==> src/rtl/tfn_pkg.sv <==
package tfn_pkg;

    // defaults for the top-level parameters
    localparam int COORD_WIDTH_DEF      = 16;
    localparam int NORMAL_FRAC_BITS_DEF = 14;

    // edge differences are kept to this many bits before the sign bit
    localparam int DIFF_KEEP_BITS = 23;
    // significant bits of the largest cross component after block scaling
    localparam int NORM_BITS      = 30;
    // sum of three squares of NORM_BITS values
    localparam int SQ_SUM_W       = 2 * NORM_BITS + 2;
    // width of the integer square root of that sum
    localparam int ROOT_W         = NORM_BITS + 1;

    // width of one signed edge difference
    function automatic int tfn_diff_w(input int cw);
        return (cw > DIFF_KEEP_BITS) ? DIFF_KEEP_BITS + 1 : cw + 1;
    endfunction

    // arithmetic right shift applied to each edge difference
    function automatic int tfn_diff_shift(input int cw);
        return (cw > DIFF_KEEP_BITS) ? cw - DIFF_KEEP_BITS : 0;
    endfunction

    // width of one signed cross component (also of its magnitude)
    function automatic int tfn_cross_w(input int cw);
        return 2 * tfn_diff_w(cw) + 1;
    endfunction

endpackage

==> src/rtl/tfn_sqrt.sv <==
module tfn_sqrt
    import tfn_pkg::*;
#(
    parameter int PLW = 3 * NORM_BITS + 4
) (
    input  logic                aclk,
    input  logic                aresetn,
    input  logic                en,
    input  logic                in_valid,
    input  logic [SQ_SUM_W-1:0] in_sum,
    input  logic [PLW-1:0]      in_pl,
    output logic                out_valid,
    output logic [ROOT_W-1:0]   out_root,
    output logic [PLW-1:0]      out_pl
);

    // one root bit per stage, most significant first
    localparam int TW = SQ_SUM_W + 2;

    logic [SQ_SUM_W-1:0] rem_reg   [ROOT_W];
    logic [SQ_SUM_W-1:0] rem_next  [ROOT_W];
    logic [ROOT_W-1:0]   root_reg  [ROOT_W];
    logic [ROOT_W-1:0]   root_next [ROOT_W];
    logic [PLW-1:0]      pl_reg    [ROOT_W];
    logic                v_reg     [ROOT_W];

    // rem holds sum - root^2; setting bit b adds (root << (b+1)) + 4^b
    always_comb begin
        logic [SQ_SUM_W-1:0] rem_in;
        logic [ROOT_W-1:0]   root_in;
        logic [TW-1:0]       trial;
        int                  b;
        for (int i = 0; i < ROOT_W; i++) begin
            b       = ROOT_W - 1 - i;
            rem_in  = (i == 0) ? in_sum : rem_reg[(i == 0) ? 0 : i - 1];
            root_in = (i == 0) ? '0 : root_reg[(i == 0) ? 0 : i - 1];
            trial   = (TW'(root_in) << (b + 1)) + (TW'(1) << (2 * b));
            if (trial <= TW'(rem_in)) begin
                rem_next[i]  = rem_in - trial[SQ_SUM_W-1:0];
                root_next[i] = root_in | (ROOT_W'(1) << b);
            end else begin
                rem_next[i]  = rem_in;
                root_next[i] = root_in;
            end
        end
    end

    always_ff @(posedge aclk) begin
        if (!aresetn) begin
            for (int i = 0; i < ROOT_W; i++) begin
                v_reg[i] <= 1'b0;
            end
        end else if (en) begin
            v_reg[0] <= in_valid;
            for (int i = 1; i < ROOT_W; i++) begin
                v_reg[i] <= v_reg[i-1];
            end
        end
    end

    always_ff @(posedge aclk) begin
        if (en) begin
            rem_reg  <= rem_next;
            root_reg <= root_next;
            pl_reg[0] <= in_pl;
            for (int i = 1; i < ROOT_W; i++) begin
                pl_reg[i] <= pl_reg[i-1];
            end
        end
    end

    assign out_valid = v_reg[ROOT_W-1];
    assign out_root  = root_reg[ROOT_W-1];
    assign out_pl    = pl_reg[ROOT_W-1];

endmodule

==> config.mk <==
export PLATFORM = sky130hd
export DESIGN_NAME = tfn_sqrt
export DESIGN_NICKNAME = d
export VERILOG_FILES = /design/src/rtl/tfn_pkg.sv /design/src/rtl/tfn_sqrt.sv
export SDC_FILE = /design/constraint.sdc
export NUM_CORES = 2
export LEC_CHECK = 0
export BUFFER_PORTS_ARGS = -buffer_cell sky130_fd_sc_hd__buf_2
export CELL_PAD_IN_SITES_DETAIL_PLACEMENT = 2
export CELL_PAD_IN_SITES_GLOBAL_PLACEMENT = 2
export CORE_UTILIZATION = 31
export CTS_CLUSTER_DIAMETER = 50
export DETAILED_ROUTE_END_ITERATION = 8
export HOLD_SLACK_MARGIN = 0.02
export PLACE_DENSITY_LB_ADDON = 0.15
export SLEW_MARGIN = 20
export SYNTH_ARGS = -nofsm -noshare
export SYNTH_HDL_FRONTEND = slang
export SYNTH_SLANG_ARGS = --single-unit
==> constraint.sdc <==
create_clock -name aclk -period 5.8 [get_ports aclk]
set_input_delay 0.58 -clock aclk [delete_from_list [all_inputs] [get_ports aclk]]
set_output_delay 0.58 -clock aclk [all_outputs]
set_load 0.005 [all_outputs]
==> impl_metrics.yaml <==
timing:
  clock_skew_ns: 0.09492
  final-setup-viol-count: 0
  min_period_over_period_pct: 87.47
  rsz0062_at_grt: "false"
  hold_viol_final: 0
  relSlewSlack_pct: 16.70
  finalMaxSlewViolations: 0
  worst_hold_slack_ns: 0.2106
  fmax_ghz: 0.1971
  fin_setup_tns_ns: 0
  period_needed_ns: 5.073
  setup_slack_ns: 0.7269
  worstMarginPinSlew_ns: 1.246
clocking:
  cts_tree: "done"
  clk_latency_ns: 1.09
  cts_resized: 0
  ctsHoldBuffers: 161
  cts_buffers: 680
  clk_pin_slew_worst_paths_ns: 0.05
  cts_sinks: 5301
  cts_setup_buffers: 0
  root_buffer: "clkbuf_16"
  cts_buffer_depth: 4
  htreeDepth: 6
grt:
  overflow: 0
  grt_max_degree: 179
  grt.total_usage_pct: 15.30
  antenna_found_initial: 25
  grt_pass1_vias: 119313
  grt_pass1_wl_mm: 768.3
place:
  dp_cells: 20941
  portBuffers: 285
  place_ws_ns: 0.7789
  post-dp-hpwl_mm: 367.0
  gp_congestion: 0.8688
critical_path:
  worstSetupPathType: "flop to flop"
  crit_start: "root_reg[216]$_DFFE_PP_"
  endpoint_kind: "flop"
  critPathArrivalTime_ns: 5.83
  crit_required_ns: 6.56
  cp_cell_sequence: "inv_1 -> ha_1 -> nor4b_1 -> nand4_1 -> nor4_2 -> nor4_1 -> o211a_1 -> nor3_1 -> nand3_1 -> o41ai_1 -> o21ai_0"
  path_depth: 11
  critPathMaxFanout: 10
  reg2reg_depth: 11
  rrSetupSlack_ns: 0.73
  critPathSlowestCell: "nor4b_1"
  r2r_start: "root_reg[216]$_DFFE_PP_"
  worst-path-buf-inv: 1
  critPathTopFamily: "simple AND/OR/NAND/NOR gates"
  endpoint: "rem_reg[365]$_DFFE_PP_"
  rr_endpoint: "rem_reg[365]$_DFFE_PP_"
  startpoint_type: "flop"
  critPathMaxStageDelay_ns: 0.81
cells_and_area:
  fillerInstances: 64528
  final_nets: 13827
  multi_input_area_um2: 39890
  final_common_cell: "edfxtp_1"
  seqCellArea_um2: 159200
  layout_common_cells: "edfxtp_1 (5300), clkbuf_16 (690), inv_1 (644)"
  synthToLayoutAreaGrowth_pct: 18.38
  drive_above_1_share_pct: 12.17
  fin_util_pct: 36.89
  largest_reg_flops: 2914
  layoutNonFillerInstCount: 22350
synthesis:
  yosys_warnings: 0
  ys_top_cells_by_area: "edfxtp_1 (79%), ha_1 (3.2%), xnor2_1 (1.8%), xor2_1 (1.8%), a21oi_1 (1.5%)"
  async_reset_ff_share_pct: 0
  syn_avg_cell_area_um2: 16.70
  synth-edff-count: 5300
  netlist.area_leader.share_pct: 78.54
  synth_top_area_cell: "edfxtp_1"
  netlist_instances: 12136
  synthDistinctLibCells: 87
  syn-cell-area_um2: 202700
  ys_ff_latch: 5301
  yosysSeqAreaShare_pct: 78.55
  synth_ff_type: "edfxtp_1"
  synth_nets: 12821
pwr:
  vdd_drop_max_mv: 0.3144
  p_leak_uw: 0.08500
  power_density_nw_per_um2: 430.5
die:
  die_width_um: 810.5
  die-area_um2: 657000
  die_y_um: 810.5
  io_pins: 286
  core_um2: 650300
  fp-row-count: 296
  initial_utilization_pct: 31.16
drt:
  routed_wl_mm: 514.0
  firstDrtPassIters: 5
  vias: 103927
  wl_per_cell_um: 23.00
  drcViolationCount: 0
  vias_per_cell: 4.650
  ant_nets: 0
  initialDrtViolationCount: 4517
run_status:
  outcome: "complete, no violations"
run:
  maxCapViolCount: 0
worst_hold_path:
  min_path_type: "primary input to flop"
==> per-stage QoR <==
stage / cell area (um2) / total power, uW
2_1_floorplan: 202700 / 55990
3_3_place_gp: 215300 / 60870
3_5_place_dp: 215400 / 61650
4_1_cts: 239900 / 105000
5_1_grt: 239900 / 107500
6_report: 239900 / 103300
==> power by group <==
group          switching (uW)  total, uW  leakage (uW)  internal, uW
registers                2310      48800        0.0515         46500
logic                    7480      11900        0.0224          4470
clock network           16900      42500        0.0111         25600
total                   26700     103000        0.0850         76600
==> worst reg2reg max path: cells and delay by family (launching register included) <==
kind                       cells  cell delay, ns
DFF                            1            0.51
and+or+nand+nor                6            2.99
AOI/OAI and AO/OA              3            0.80
buffers and inverters          1            0.08
adders and majority gates      1            0.46
==> cell type report <==
cell class                 count  share of cell area, %
sequential                  5301                  66.35
multi-input combinational   5907                  16.63
clock buffer                 794                  7.360
tap                         8642                  4.507
clock inverter               444                  2.159
timing repair buffer         607                  1.980
inverter                     645                  1.009
antenna                       10                0.01043
==> Yosys cell counts (all sizes together) (18+ instances only) <==
cell type	n
a211oi	52
a21boi	18
a21o	183
a21oi	597
a31oi	57
and2	43
and3	64
and4	30
buf	118
clkbuf	165
edfxtp	5300
ha	525
inv	644
mux2	79
nand2	599
nand2b	97
nand3	150
nand3b	23
nand4	146
nand4b	26
nor2	601
nor2b	52
nor3	249
nor3b	22
nor4	301
nor4b	56
o211ai	46
o21a	86
o21ai	446
o21bai	42
o31ai	34
or2	40
or3	93
or4	85
xnor2	418
xor2	416
==> kinds of logic (layout without fill, tap and decap cells) <==
logic type               count (synthesis)  count (layout)  synth area share [%]
other                                    0              10                     0
adder cells (fa/ha/maj)                525             525                 3.241
XOR/XNOR                               834             834                 3.604
AO/OA/AOI/OAI                         1738            1738                 5.239
buffers and inverters                  928            2490                 1.902
multiplexers                            90              90                0.4933
AND/OR/NAND/NOR                       2720            2720                 6.974
flip-flops                            5301            5301                 78.55
==> layer usage <==
layer	track usage, %	vias up	part of all wire, %
met3	1.930	1053	2.6
met2	31.29	1526	57
met5	0	-	0
met4	6.247	0	4.5
li1	-	48586	-
met1	15.30	52762	36
==> worst min path at each step <==
stage,endpoint,depth (start not counted),startpoint
after global routing,pl_reg[0][61]$_DFFE_PP_,2,in_pl[61]
after global placement,pl_reg[0][1238]$_DFFE_PP_,0,pl_reg[0][1144]$_DFFE_PP_
after floorplan,pl_reg[0][1000]$_DFFE_PP_,0,pl_reg[0][906]$_DFFE_PP_
after CTS,pl_reg[0][51]$_DFFE_PP_,2,in_pl[51]
after detailed placement,pl_reg[0][1195]$_DFFE_PP_,0,pl_reg[0][1101]$_DFFE_PP_
final,pl_reg[0][32]$_DFFE_PP_,2,in_pl[32]
(Power assumes the default switching activity.)
